==> src/cge_pkg.sv <==
// shared types, constants and helpers of the color gradient edge map
package cge_pkg;

  localparam int CH_W       = 8;
  localparam int PIX_W      = 24;
  localparam int WIDTH_W    = 11;
  localparam int HEIGHT_W   = 12;
  localparam int WT_W       = 4;
  localparam int THR_W      = 13;
  localparam int GEOM_W     = 13;
  localparam int ROW_W      = 13;
  localparam int E_W        = 25;
  localparam int M_W        = 13;
  localparam int CFG_IDX_W  = 3;
  localparam int CFG_DATA_W = 13;

  localparam int DEF_MAX_WIDTH = 1024;

  localparam logic [CFG_IDX_W-1:0] CFG_IMAGE_WIDTH  = 3'd0;
  localparam logic [CFG_IDX_W-1:0] CFG_IMAGE_HEIGHT = 3'd1;
  localparam logic [CFG_IDX_W-1:0] CFG_DELTA_WT     = 3'd2;
  localparam logic [CFG_IDX_W-1:0] CFG_CHAN_WT      = 3'd3;
  localparam logic [CFG_IDX_W-1:0] CFG_EDGE_THR     = 3'd4;

  localparam logic [WIDTH_W-1:0]  RST_WIDTH  = 11'd640;
  localparam logic [HEIGHT_W-1:0] RST_HEIGHT = 12'd480;
  localparam logic [WT_W-1:0]     RST_DELTA  = 4'd9;
  localparam logic [WT_W-1:0]     RST_CHAN   = 4'd4;
  localparam logic [THR_W-1:0]    RST_THR    = 13'd80;

  typedef struct packed {
    logic [WIDTH_W-1:0]  width;
    logic [HEIGHT_W-1:0] height;
    logic [WT_W-1:0]     delta_wt;
    logic [WT_W-1:0]     chan_wt;
    logic [THR_W-1:0]    thr;
  } cfg_t;

  typedef struct packed {
    logic take;
    logic zero_pix;
    logic mem_rd;
    logic shift;
    logic pick;
    logic kc2;
    logic hl;
    logic hr;
    logic hu;
    logic hd;
    logic sqrt_start;
    logic load_out;
    logic fend;
  } cmd_t;

  typedef struct packed {
    logic sqrt_done;
    logic out_free;
  } stat_t;

  // max minus min of the three channels
  function automatic logic [CH_W-1:0] spread8(input logic [PIX_W-1:0] p);
    logic [CH_W-1:0] r, g, b, hi, lo;
    r = p[23:16];
    g = p[15:8];
    b = p[7:0];
    hi = r;
    lo = r;
    if (g > hi) hi = g;
    if (b > hi) hi = b;
    if (g < lo) lo = g;
    if (b < lo) lo = b;
    return hi - lo;
  endfunction

endpackage

==> src/cge_ctrl.sv <==
// raster counters, border decisions and sequencing of one word
module cge_ctrl #(
  parameter int MAX_WIDTH = cge_pkg::DEF_MAX_WIDTH
) (
  input  logic                         clk,
  input  logic                         rst_n,
  input  logic                         in_valid,
  input  logic                         in_padding,
  output logic                         in_ready,
  input  cge_pkg::cfg_t                cfg,
  input  cge_pkg::stat_t               stat,
  output cge_pkg::cmd_t                cmd,
  output logic [$clog2(MAX_WIDTH)-1:0] addr
);
  import cge_pkg::*;

  localparam int AW = $clog2(MAX_WIDTH);
  localparam int CW = AW + 1;

  typedef enum logic [3:0] {
    S_IDLE, S_MEM_RD, S_SHIFT, S_PICK, S_DIFF, S_SQUARE, S_SUM,
    S_WEIGHT, S_TOTAL, S_ROOT_GO, S_ROOT, S_OUT
  } state_t;

  state_t          state_r;
  logic [CW-1:0]   col_r;
  logic [ROW_W-1:0] row_r;
  logic [AW-1:0]   addr_r;
  logic            emit_a_r, emit_b_r;
  logic            kc2_r, hl_r, hr_r, hu_r, hd_r, fend_r;

  logic [GEOM_W-1:0] w, col_ext, c1_ext, c_ext;
  logic [ROW_W-1:0]  h, r, h1;
  logic [CW-1:0]     c, c1;
  logic              acc, wrap, is_final, flush, ign, emit_a, emit_b;
  logic              kc2_nxt, hl_nxt, hr_nxt, hu_nxt, hd_nxt, fend_nxt;
  logic [CW-1:0]     col_nxt;
  logic [ROW_W-1:0]  row_nxt;

  always_comb begin
    if (cfg.width == '0) w = GEOM_W'(1);
    else if (GEOM_W'(cfg.width) > GEOM_W'(MAX_WIDTH)) w = GEOM_W'(MAX_WIDTH);
    else w = GEOM_W'(cfg.width);
    h  = (cfg.height == '0) ? ROW_W'(1) : ROW_W'(cfg.height);
    h1 = h + ROW_W'(1);
    col_ext = GEOM_W'(col_r);
    wrap = col_ext >= w;
    c = wrap ? '0 : col_r;
    r = wrap ? row_r + ROW_W'(1) : row_r;
    c_ext = GEOM_W'(c);
    is_final = r >= h1;
    flush = r >= h;
    ign = !is_final && !flush && in_padding;
    emit_a = !is_final && !ign && (c == '0) && (r >= ROW_W'(2));
    emit_b = !is_final && !ign && (c != '0) && (r != '0);
    c1 = c + CW'(1);
    c1_ext = GEOM_W'(c1);
    if (is_final) begin
      col_nxt = '0;
      row_nxt = '0;
    end else if (ign) begin
      col_nxt = c;
      row_nxt = r;
    end else if (c1_ext >= w) begin
      col_nxt = '0;
      row_nxt = r + ROW_W'(1);
    end else begin
      col_nxt = c1;
      row_nxt = r;
    end
    if (is_final || emit_a) begin
      kc2_nxt  = 1'b1;
      hl_nxt   = w > GEOM_W'(1);
      hr_nxt   = 1'b0;
      hu_nxt   = r > ROW_W'(2);
      hd_nxt   = !is_final && (r < h1);
      fend_nxt = is_final;
    end else begin
      kc2_nxt  = 1'b0;
      hl_nxt   = c_ext > GEOM_W'(1);
      hr_nxt   = 1'b1;
      hu_nxt   = r > ROW_W'(1);
      hd_nxt   = r < h;
      fend_nxt = 1'b0;
    end
  end

  assign in_ready = (state_r == S_IDLE);
  assign acc      = in_valid && in_ready;
  assign addr     = addr_r;

  always_comb begin
    cmd            = '0;
    cmd.take       = acc;
    cmd.zero_pix   = flush;
    cmd.mem_rd     = (state_r == S_MEM_RD);
    cmd.shift      = (state_r == S_SHIFT);
    cmd.pick       = ((state_r == S_MEM_RD) && emit_a_r) || (state_r == S_PICK);
    cmd.kc2        = kc2_r;
    cmd.hl         = hl_r;
    cmd.hr         = hr_r;
    cmd.hu         = hu_r;
    cmd.hd         = hd_r;
    cmd.fend       = fend_r;
    cmd.sqrt_start = (state_r == S_ROOT_GO);
    cmd.load_out   = (state_r == S_OUT) && stat.out_free;
  end

  always_ff @(posedge clk) begin
    if (!rst_n) begin
      state_r  <= S_IDLE;
      col_r    <= '0;
      row_r    <= '0;
      emit_a_r <= 1'b0;
      emit_b_r <= 1'b0;
      kc2_r    <= 1'b0;
      hl_r     <= 1'b0;
      hr_r     <= 1'b0;
      hu_r     <= 1'b0;
      hd_r     <= 1'b0;
      fend_r   <= 1'b0;
      addr_r   <= '0;
    end else begin
      unique case (state_r)
        S_IDLE: begin
          if (acc) begin
            col_r    <= col_nxt;
            row_r    <= row_nxt;
            addr_r   <= c[AW-1:0];
            emit_a_r <= emit_a;
            emit_b_r <= emit_b;
            kc2_r    <= kc2_nxt;
            hl_r     <= hl_nxt;
            hr_r     <= hr_nxt;
            hu_r     <= hu_nxt;
            hd_r     <= hd_nxt;
            fend_r   <= fend_nxt;
            priority if (is_final) state_r <= S_PICK;
            else if (ign) state_r <= S_IDLE;
            else state_r <= S_MEM_RD;
          end
        end
        S_MEM_RD: state_r <= S_SHIFT;
        S_SHIFT: begin
          priority if (emit_b_r) state_r <= S_PICK;
          else if (emit_a_r) state_r <= S_DIFF;
          else state_r <= S_IDLE;
        end
        S_PICK:    state_r <= S_DIFF;
        S_DIFF:    state_r <= S_SQUARE;
        S_SQUARE:  state_r <= S_SUM;
        S_SUM:     state_r <= S_WEIGHT;
        S_WEIGHT:  state_r <= S_TOTAL;
        S_TOTAL:   state_r <= S_ROOT_GO;
        S_ROOT_GO: state_r <= S_ROOT;
        S_ROOT:    if (stat.sqrt_done) state_r <= S_OUT;
        S_OUT:     if (stat.out_free) state_r <= S_IDLE;
        default:   state_r <= S_IDLE;
      endcase
    end
  end

`ifndef SYNTHESIS
  a_busy_after_take: assert property (@(posedge clk) disable iff (!rst_n)
    in_valid && in_ready && !ign |=> !in_ready)
    else $error("new word taken while previous word in flight");
  a_load_after_root: assert property (@(posedge clk) disable iff (!rst_n)
    cmd.load_out |-> stat.sqrt_done)
    else $error("result loaded before square root finished");
  a_root_busy: assert property (@(posedge clk) disable iff (!rst_n)
    cmd.sqrt_start |=> !stat.sqrt_done)
    else $error("square root did not start");
`endif
endmodule

==> config.mk <==
export PLATFORM = sky130hd
export DESIGN_NAME = cge_ctrl
export DESIGN_NICKNAME = d
export VERILOG_FILES = /design/src/cge_pkg.sv /design/src/cge_ctrl.sv
export SDC_FILE = /design/constraint.sdc
export NUM_CORES = 1
export LEC_CHECK = 0
export BUFFER_PORTS_ARGS = -buffer_cell sky130_fd_sc_hd__buf_2
export CAP_MARGIN = 20
export CORE_MARGIN = 5
export CORE_UTILIZATION = 53
export DETAILED_ROUTE_END_ITERATION = 8
export HOLD_SLACK_MARGIN = 0.06
export PLACE_DENSITY = 0.79
export SLEW_MARGIN = 30
export SYNTH_ARGS = -nofsm -noshare
export SYNTH_HDL_FRONTEND = slang
export SYNTH_SLANG_ARGS = --single-unit
==> constraint.sdc <==
create_clock -name clk -period 4.95 [get_ports clk]
set_input_delay 0.2475 -clock clk [delete_from_list [all_inputs] [get_ports clk]]
set_output_delay 0.2475 -clock clk [all_outputs]
set_load 0.1 [all_outputs]
After elaboration in Yosys (flattened, before gate mapping)
Cells that the tools add are included.
{ "op_classes": {"n_addsub": 4, "n_mul": 0, "n_div": 0, "n_lt_le_gt_ge": 12, "n_eq_ne": 14, "n_shift": 0, "mux": 25, "bitwise_logic": 0, "n_reduce_logical": 24} }
{ "ops": {"columns": ["operator", "n"], "rows": [
  ["2-to-1 mux 11 bit", 6],
  ["2-to-1 mux 13 bit", 4],
  ["one-hot mux 4 bit (12 select lines)", 1],
  ["adder 13 x 1 -> 13 bit (second input constant)", 2],
  [">= comparator 11 x 13 -> 1 bit", 2],
  ["greater-than comparator 13 x 1 -> 1 bit (second input constant)", 2],
  ["logical NOT 11 bit", 2],
  ["equality test 4 x 3 -> 1 bit (second input constant)", 4],
  ["equality test 4 bit (second input constant)", 4],
  ["adder 12 x 1 -> 13 bit (second input constant)", 1],
  [">= comparator 13 x 12 -> 1 bit", 1],
  [">= comparator 13 bit", 1],
  [">= comparator 13 x 2 -> 1 bit (second input constant)", 1],
  ["greater-than comparator 13 x 2 -> 1 bit (second input constant)", 1],
  ["less-than comparator 13 x 12 -> 1 bit", 1],
  ["less-than comparator 13 bit", 1],
  ["nonzero test 13 bit", 1],
  ["logical NOT 12 bit", 1],
  ["2-to-1 mux 12 bit", 1],
  ["2-to-1 mux 4 bit", 3],
  ["adder 11 x 1 -> 11 bit (second input constant)", 1],
  ["greater-than comparator 11 x 1 -> 1 bit (second input constant)", 1],
  ["greater-than comparator 11 bit (second input constant)", 1],
  ["logical AND 1 bit", 11],
  ["13 further kinds", 25]
]} }
{ "totals": {"register_bits": 46, "latchBits": 0, "mem_bits_rw": 0, "mem_bits_ro": 0, "inputBits": 50, "output_inout_bits": 24, "elab_cells": 91, "memories": 0} }

Depth between registers and ports, before layout
Gate-level depths: netlist (run 1).
{ "depth": {"word_depth": 15, "mapped_depth": 30, "depth_no_buf": 27} }

Least setup slack after synthesis (run 1)
OpenSTA, ideal clock, no wires.
{ "synth_path": {"path_kind": "input -> register", "from": "input port cfg[39] (netlist name)", "to": "register row_r[11]", "setup_time_ns": 0.115, "arrival_ns": 5.315, "required_ns": 4.835, "path_slack_ns": -0.481, "path_stages": 30, "n_path_buf": 3, "path_cell_list": "nor4_1 -> nand3_1 -> o21ai_0 -> nand2_1 -> ha_1 -> a21oi_1 -> nor3_1 -> a21o_2 -> buf_6 -> nor2_1 -> clkbuf_1 -> nand2_1 -> inv_1 -> ha_1 -> and3_1 -> and3_1 -> nand3_1 -> xor2_1 -> nor2_1 -> ha_1 -> a21o_1 -> a21o_1 -> a21oi_1 -> nand2_1 -> o21a_1 -> a21boi_1 -> buf_2 -> a41oi_1 -> mux2i_1 -> nand2_1"} }
{ "synth_via": {"elab_cells_between_ends": 19, "cone_classes": "add/sub (2); order compare (5); mux (7); reduce/logical (5)"} }
{ "synth_lines": {"columns": ["item", "line_no", "text"], "rows": [
  ["start: declaration", "cge_ctrl.sv:10", "input cge_pkg::cfg_t cfg,"],
  ["greater-than comparator 11 bit", "cge_ctrl.sv:42", "else if (GEOM_W'(cfg.width) > GEOM_W'(MAX_WIDTH)) w = GEOM_W'(MAX_WIDTH);"],
  ["2-to-1 mux 11 bit", "cge_ctrl.sv:42", null],
  ["2-to-1 mux 11 bit (*)", "cge_ctrl.sv:41", "if (cfg.width == '0) w = GEOM_W'(1);"],
  [">= comparator 11 x 13 -> 1 bit (*)", "cge_ctrl.sv:47", "wrap = col_ext >= w;"],
  ["2-to-1 mux 11 bit (*)", "cge_ctrl.sv:48", "c = wrap ? '0 : col_r;"],
  ["named net c[0]", "cge_ctrl.sv:34", "logic [CW-1:0] c, c1;"],
  ["adder 11 x 1 -> 11 bit (*)", "cge_ctrl.sv:56", "c1 = c + CW'(1);"],
  [">= comparator 11 x 13 -> 1 bit (*)", "cge_ctrl.sv:64", "end else if (c1_ext >= w) begin"],
  ["2-to-1 mux 13 bit (*)", "cge_ctrl.sv:64", null],
  ["2-to-1 mux 13 bit (*)", "cge_ctrl.sv:61", "end else if (ign) begin"],
  ["2-to-1 mux 13 bit (*)", "cge_ctrl.sv:58", "if (is_final) begin"],
  ["end signal: assignment", "cge_ctrl.sv:128", "row_r <= row_nxt;"],
  ["end: declaration", "cge_ctrl.sv:27", "logic [ROW_W-1:0] row_r;"]
]} }
The timed path passes the listed nets; every way through them passes the cells marked *.
A chain may end at the register's enable or synchronous reset.

Worst setup path in the final report (run 1)
{ "layout_path": {"from": "input port cfg[39] (netlist name)", "to": "register col_r[1]"} }
{ "layout_via": {"elab_chain_cells": 11, "elab_cells_between_ends": 18, "cone_classes": "add/sub (1); order compare (5); mux (7); reduce/logical (5)"} }
{ "layout_rtl": {"columns": ["item", "line_no", "text"], "rows": [
  ["greater-than comparator 11 bit", "cge_ctrl.sv:42", null],
  ["2-to-1 mux 11 bit", "cge_ctrl.sv:42", null],
  ["2-to-1 mux 11 bit (*)", "cge_ctrl.sv:41", null],
  ["parallel branches: the longest is 7 deep, another holds >= comparator 11 x 13 -> 1 bit", null, null],
  ["2-to-1 mux 11 bit (*)", "cge_ctrl.sv:58", null],
  ["end signal: assignment", "cge_ctrl.sv:127", "col_r <= col_nxt;"],
  ["end: declaration", "cge_ctrl.sv:26", "logic [CW-1:0] col_r;"]
]} }
Mark *: on every way between the ends.

==> results.json, run 1 <==
{
  "die_y_um": 103,
  "synth.ff_latch_count": 46,
  "wire_per_inst_um": 15.9,
  "r2r_start": "col_r[8]",
  "critPathCaptureType": "flip-flop",
  "io_buffer_count": 52,
  "holdPathStages": 4,
  "syn2layout_area_growth_pct": 17.8,
  "vdd_drop_max_mv": 0.177,
  "yosys_warnings": 0,
  "layout-drive-gt1-share_pct": 20.7,
  "cts.htree.levels": 2,
  "whs_endpoint": "state_r[0]",
  "path_max_fanout": 12,
  "grt_pass1_vias": 4539,
  "ys.flop_type": "dfxtp_1",
  "antenna_left": 0,
  "die_w_um": 103,
  "rrSetupSlack_ns": 0.42,
  "design.die.area_um2": 10600,
  "synth_top_area_cell": "dfxtp_1",
  "cellLeakagePower_uw": 0.00248,
  "clkLatencyLatePin_ns": 0.31,
  "grt_max_degree": 22,
  "powerDensity_nw_per_um2": 201,
  "fin_crit_ns": 4.66,
  "gp_congestion": 0.906,
  "firstDrtPassIters": 5,
  "synth_area_um2": 4580,
  "finalSetupViolations": 0,
  "hold_viol": 0,
  "tightest_slew_ns": 0.662,
  "worstSetupStartpointType": "primary input",
  "cts_sinks": 46,
  "cts_tree": "yes",
  "max_freq_mhz": 215,
  "setup_slack_ns": 0.289,
  "drtIter0Drc": 444,
  "synth_area_leaders": "dfxtp_1, ha_1, nand2_1, xnor2_1, a21oi_1",
  "gr-total-overflow": 0,
  "seq_area_frac_synth_pct": 20.1,
  "finalMaxSlewViolations": 0,
  "slew_headroom_pct": 55.8,
  "wl_um": 12900,
  "place_inst": 797,
  "tns_ns": 0,
  "via_count": 4752,
  "status": "completed",
  "final_nets": 805,
  "cp.required_ns": 5.17,
  "fillers": 766,
  "hp-start": "stat[0]",
  "vias_per_cell": 5.88,
  "synth_cell_type_count": 66,
  "fin_crit_sh_pct": 94.2,
  "fin_cells": 808,
  "dp_hpwl_um": 10200,
  "io-pin-count": 74,
  "syn_avg_cell_area_um2": 7.35,
  "synth_nets": 729,
  "yosysTopAreaCellShare_pct": 20.1,
  "num_antenna_cells": 0,
  "start_util_pct": 53.3,
  "cts_made_buffers": 5,
  "cap_violations": 0,
  "antenna_found_initial": 0,
  "num_rows": 34,
  "postSynthCellCount": 623,
  "clockBufferDepth": 2,
  "drc": 0,
  "most-common-layout-cells": "nand2_1, ha_1, buf_4",
  "dpl_worst_slack_ns": -0.205,
  "synth-edff-count": 0,
  "r2r_end": "col_r[9]",
  "critical_path_class": "in -> reg",
  "clk_pin_slew_worst_paths_ns": 0.09,
  "finClkSkew_ns": 0.00512,
  "clockRootBuffer": "clkbuf_8",
  "worstPathArrival_ns": 4.88,
  "final_common_cell": "nand2_1",
  "coreArea_um2": 8590,
  "synthArstFlopShare_pct": 0,
  "hold_path_class": "in -> reg",
  "hold_buffers": 0,
  "track_usage_pct": 24.2,
  "grt_first_pass_wirelength_um": 20700,
  "ff2ff_path_depth": 23
}
## layer usage
metal	routed length (um)	GRT usage, %	vias up	share of wire, %
met2	6500	43.9	163	51
li1	-	-	2366	-
met4	311	7.97	0	2.4
met1	5320	29.7	2196	41
met3	725	2.57	27	5.6
met5	0	0	-	0
## cell families after synthesis
kind of cell,synth area share [%]
multiplexers,1.99
AND/OR/NAND/NOR,26.4
XOR/XNOR,8.22
flip-flops,20.1
adder cells (fa/ha/maj),15.3
buffers and inverters,6.66
AO/OA/AOI/OAI,21.3
## synth_stat cells (3+ instances only)
cell type,number
nor4_1,7
nor2b_1,7
nand2_1,83
and3_1,14
o2111ai_1,3
ha_1,56
a21o_1,10
a31oi_1,7
xnor2_1,30
dfxtp_1,46
buf_4,8
clkbuf_1,15
or3_1,4
o21ai_0,38
buf_2,10
nor2_1,44
a211oi_1,3
or2_2,3
a211o_1,4
mux2i_1,8
nand4_1,6
buf_1,3
nand3b_1,3
xor2_1,13
nand3_1,42
and2_1,4
o211ai_1,7
nor3_1,13
o21a_1,5
inv_1,29
nand4b_1,3
a21oi_1,48
nand2b_1,4
## flip-flops by register name (all words and copies together) (netlist names)
register and count:
emit_b_r 1, col_r 11, emit_a_r 1, hd_r 1, row_r 13, hl_r 1, state_r 4, hr_r 1
kc2_r 1, hu_r 1, fend_r 1, addr 10
## metrics by stage
| step | hold WS [ns] | utilization [%] | instance area (um2) | power [uW] |
|---|---|---|---|---|
| global placement | 0.440 | 60.7 | 5210 | 788 |
| floorplan | 0.444 | - | 4620 | 713 |
| global route | 0.294 | 62.8 | 5400 | 1130 |
| finish | 0.274 | 62.8 | 5400 | 1090 |
| CTS | 0.266 | 62.0 | 5320 | 1080 |
| detailed placement | 0.444 | 60.7 | 5210 | 797 |
## cell type report
| class | instances | area (um2) | share of cell area, % |
|---|---|---|---|
| tap | 108 | 135 | 2.50 |
| sequential | 46 | 921 | 17.1 |
| inverter | 31 | 116 | 2.16 |
| timing repair buffer | 106 | 678 | 12.6 |
| clock inverter | 2 | 37.5 | 0.695 |
| clock buffer | 6 | 72.6 | 1.34 |
| multi-input combinational | 509 | 3440 | 63.7 |
## where the power goes
group / total, uW / switching, uW / internal (uW)
logic: 391 / 285 / 106
clock network: 289 / 138 / 151
registers: 405 / 19.7 / 385
total: 1090 / 443 / 642
## worst max-delay path: stages
cell and delay (ns):
buf_2 0.11, nor4_2 0.27, nand3_1 0.19, o21ai_1 0.17, nand2_1 0.12, ha_4 0.30, nand2_1 0.04, nor3_1 0.18
a21o_2 0.20, buf_4 0.19, o21ai_0 0.14, xnor2_1 0.27, ha_1 0.30, o21a_1 0.18, o31ai_1 0.07, a31oi_1 0.17
o41ai_1 0.40, buf_4 0.18, and3_1 0.23, nand2_1 0.22, buf_4 0.21, mux2i_1 0.11, nand3b_1 0.17, a21oi_1 0.19
## timing repair
item / in CTS / in global routing
setup endpoints to repair: 0 / 24
setup buffers: 0 / 3
resized for setup: 0 / 11
## worst max path at each step
stage            start        end  slack, ns  depth (start not counted)
2_1_floorplan  cfg[39]  row_r[11]       0.02                         30
3_3_place_gp   cfg[39]   col_r[9]       0.04                         27
3_5_place_dp   cfg[39]   col_r[3]      -0.21                         28
4_1_cts        cfg[39]   col_r[9]       0.11                         27
5_1_grt        cfg[39]   col_r[1]     -0.005                         24
6_report       cfg[39]   col_r[1]       0.29                         24
(Power assumes the default switching activity.)
==> run 2, diff against run 1 <==
--- a/config.mk
+++ b/config.mk
@@ -6,12 +6,13 @@
 export NUM_CORES = 1
 export LEC_CHECK = 0
 export BUFFER_PORTS_ARGS = -buffer_cell sky130_fd_sc_hd__buf_2
-export CAP_MARGIN = 20
+export CAP_MARGIN = 5
 export CORE_MARGIN = 5
 export CORE_UTILIZATION = 53
 export DETAILED_ROUTE_END_ITERATION = 8
 export HOLD_SLACK_MARGIN = 0.06
 export PLACE_DENSITY = 0.79
+export SETUP_SLACK_MARGIN = 0.5
 export SLEW_MARGIN = 30
 export SYNTH_ARGS = -nofsm -noshare
 export SYNTH_HDL_FRONTEND = slang
==> run 2 against run 1 <==
Net effect:
- power down 2.1%
- first-iteration DRC count down 15%
- core utilization up 5.2 points
- via count up 6.2%
- flip-flop and latch count unchanged
- hold slack better by 0.015 ns
- clock power down 17%
- largest power group is now combinational cells
==> results.json, run 2 (synthesis results as in run 1) <==
{
  "status": "completed",
  "fin_crit_sh_pct": 92.2,
  "via_count": 5046,
  "critical_path_class": "in -> reg",
  "holdPathStages": 4,
  "clockRootBuffer": "clkbuf_8",
  "io_buffer_count": 52,
  "final_common_cell": "nand2_1",
  "clkLatencyLatePin_ns": 0.31,
  "internal-power_uw": 603,
  "finalSetupViolations": 0,
  "start_util_pct": 53.3,
  "hold_path_class": "in -> reg",
  "finalMaxSlewViolations": 0,
  "hold_buffers": 0,
  "post-route-util_pct": 68.0,
  "cp.required_ns": 5.12,
  "rsz0062_at_grt": "true",
  "largest_reg_flops": 13,
  "drc": 0,
  "clk_pin_slew_worst_paths_ns": 0.09,
  "firstDrtPassIters": 5,
  "hp-start": "stat[0]",
  "vias_per_cell": 6.07,
  "most-common-layout-cells": "nand2_1, buf_4, ha_1",
  "num_antenna_cells": 0,
  "num_rows": 34,
  "cpMostUsedCell": "buf_4",
  "cellLeakagePower_uw": 0.00267,
  "io-pin-count": 74,
  "finClkSkew_ns": 0.00965,
  "clock_power_share_pct": 22.5,
  "antenna_left": 0,
  "syn2layout_area_growth_pct": 27.6,
  "grt_max_degree": 22,
  "swShare_pct": 43.3,
  "tightest_slew_ns": 0.688,
  "track_usage_pct": 25.8,
  "hold_ws_ns": 0.289,
  "die_w_um": 103,
  "drtIter0Drc": 378,
  "worstPathArrival_ns": 4.74,
  "power_frac_seq_pct": 38.2,
  "coreArea_um2": 8590,
  "top_register": "row_r",
  "dpl-instance-area_um2": 5200,
  "r2r_start": "col_r[10]",
  "cts_sinks": 46,
  "cp_num_buf_inv": 16,
  "dpl_worst_slack_ns": -0.143,
  "worstSetupStartpointType": "primary input",
  "place_inst": 790,
  "fillers": 674,
  "switching_power_uw": 460,
  "cap_violations": 0,
  "ff2ff_path_depth": 17,
  "cts_made_buffers": 5,
  "critPathSlowestCell": "nor4_4",
  "slew_headroom_pct": 54.1,
  "wl_um": 14300,
  "gp_congestion": 0.916,
  "hold_viol": 0,
  "design.die.area_um2": 10600,
  "p_comb_share_pct": 39.4,
  "grt_pass1_vias": 4765,
  "max_freq_mhz": 219,
  "r2r_end": "col_r[9]",
  "critical-path-top-delay-family": "buffers and inverters",
  "fin_area_um2": 5850,
  "cts_tree": "yes",
  "vdd_drop_max_mv": 0.180,
  "antenna_found_initial": 0,
  "dp_hpwl_um": 10400,
  "layout-drive-gt1-share_pct": 28.5,
  "critPathCaptureType": "flip-flop",
  "cts.htree.levels": 2,
  "whs_endpoint": "state_r[0]",
  "fin_crit_ns": 4.57,
  "wire_per_inst_um": 17.2,
  "gr-total-overflow": 0,
  "die_y_um": 103,
  "clockBufferDepth": 2,
  "final_nets": 828,
  "path_max_fanout": 3,
  "grt_first_pass_wirelength_um": 22200,
  "critical_path.max_stage_delay_ns": 0.29,
  "rrSetupSlack_ns": 0.41,
  "powerDensity_nw_per_um2": 182,
  "setup_slack_ns": 0.385,
  "fin_cells": 831
}
## run 2: cell types whose count changed in the layout (fill, tap and decap cells not counted), moves of 4 or more
cell and change:
buf_4 +13, buf_6 +12, o21ai_0 -11, o21ai_1 +9, nand2_1 -6, a21oi_1 -5
nand3_1 -5, nand3_2 +5, nand2_2 +4
## run 2: timing repair
action	in CTS	in global routing
cloned	1	0
setup endpoints to repair	32	33
gates resized for setup	33	46
pin swaps	19	29
endpoints found under the hold margin	0	0
buffers inserted	19	13
## run 2: metrics by stage
stage | total power [uW] | TNS (ns)
6_report | 1060 | 0
5_1_grt | 1110 | 0
4_1_cts | 1050 | 0
3_5_place_dp | 801 | -1.72
3_3_place_gp | 789 | 0
2_1_floorplan | 716 | 0
## run 2: worst max path at each step
stage	cells past startpoint	startpoint	end
global placement	23	cfg[42]	col_r[8]
global route	34	cfg[39]	col_r[8]
detailed placement	28	cfg[42]	row_r[0]
CTS	28	cfg[39]	row_r[0]
finish	34	cfg[39]	col_r[8]
floorplan	30	cfg[42]	row_r[11]
## run 2: metal layers
metal  global-route usage (%)  vias up  share of wire, %
met3                     3.18       53               6.8
met2                     45.9      221                50
li1                         -     2419                 -
met4                     10.3        0               3.7
met1                     31.5     2353                40
met5                        0        -                 0
## run 2: area by class of cell
class | count | area (um2) | area share [%]
Clock buffer | 6 | 72.6 | 1.24
Sequential cell | 46 | 923 | 15.8
Multi-Input combinational cell | 510 | 3690 | 63.1
Clock inverter | 2 | 13.8 | 0.235
Inverter | 31 | 123 | 2.10
Tap cell | 108 | 135 | 2.31
Timing Repair Buffer | 128 | 891 | 15.2
## run 2: tightest hold or removal path: cells and delay by family
| family | cells | cell delay, ns |
|---|---|---|
| compound gates | 2 | 0.12 |
| buf+inv | 1 | 0.10 |
| simple gates | 1 | 0.08 |
## run 2: power groups by stage
| stage | logic, uW | registers, uW | clock network, uW |
|---|---|---|---|
| after floorplan | 308 | 408 | 0 |
| after global placement | 376 | 413 | 0 |
| after detailed placement | 386 | 414 | 0 |
| after CTS | 400 | 405 | 241 |
| after global routing | 447 | 409 | 254 |
| final | 418 | 406 | 239 |
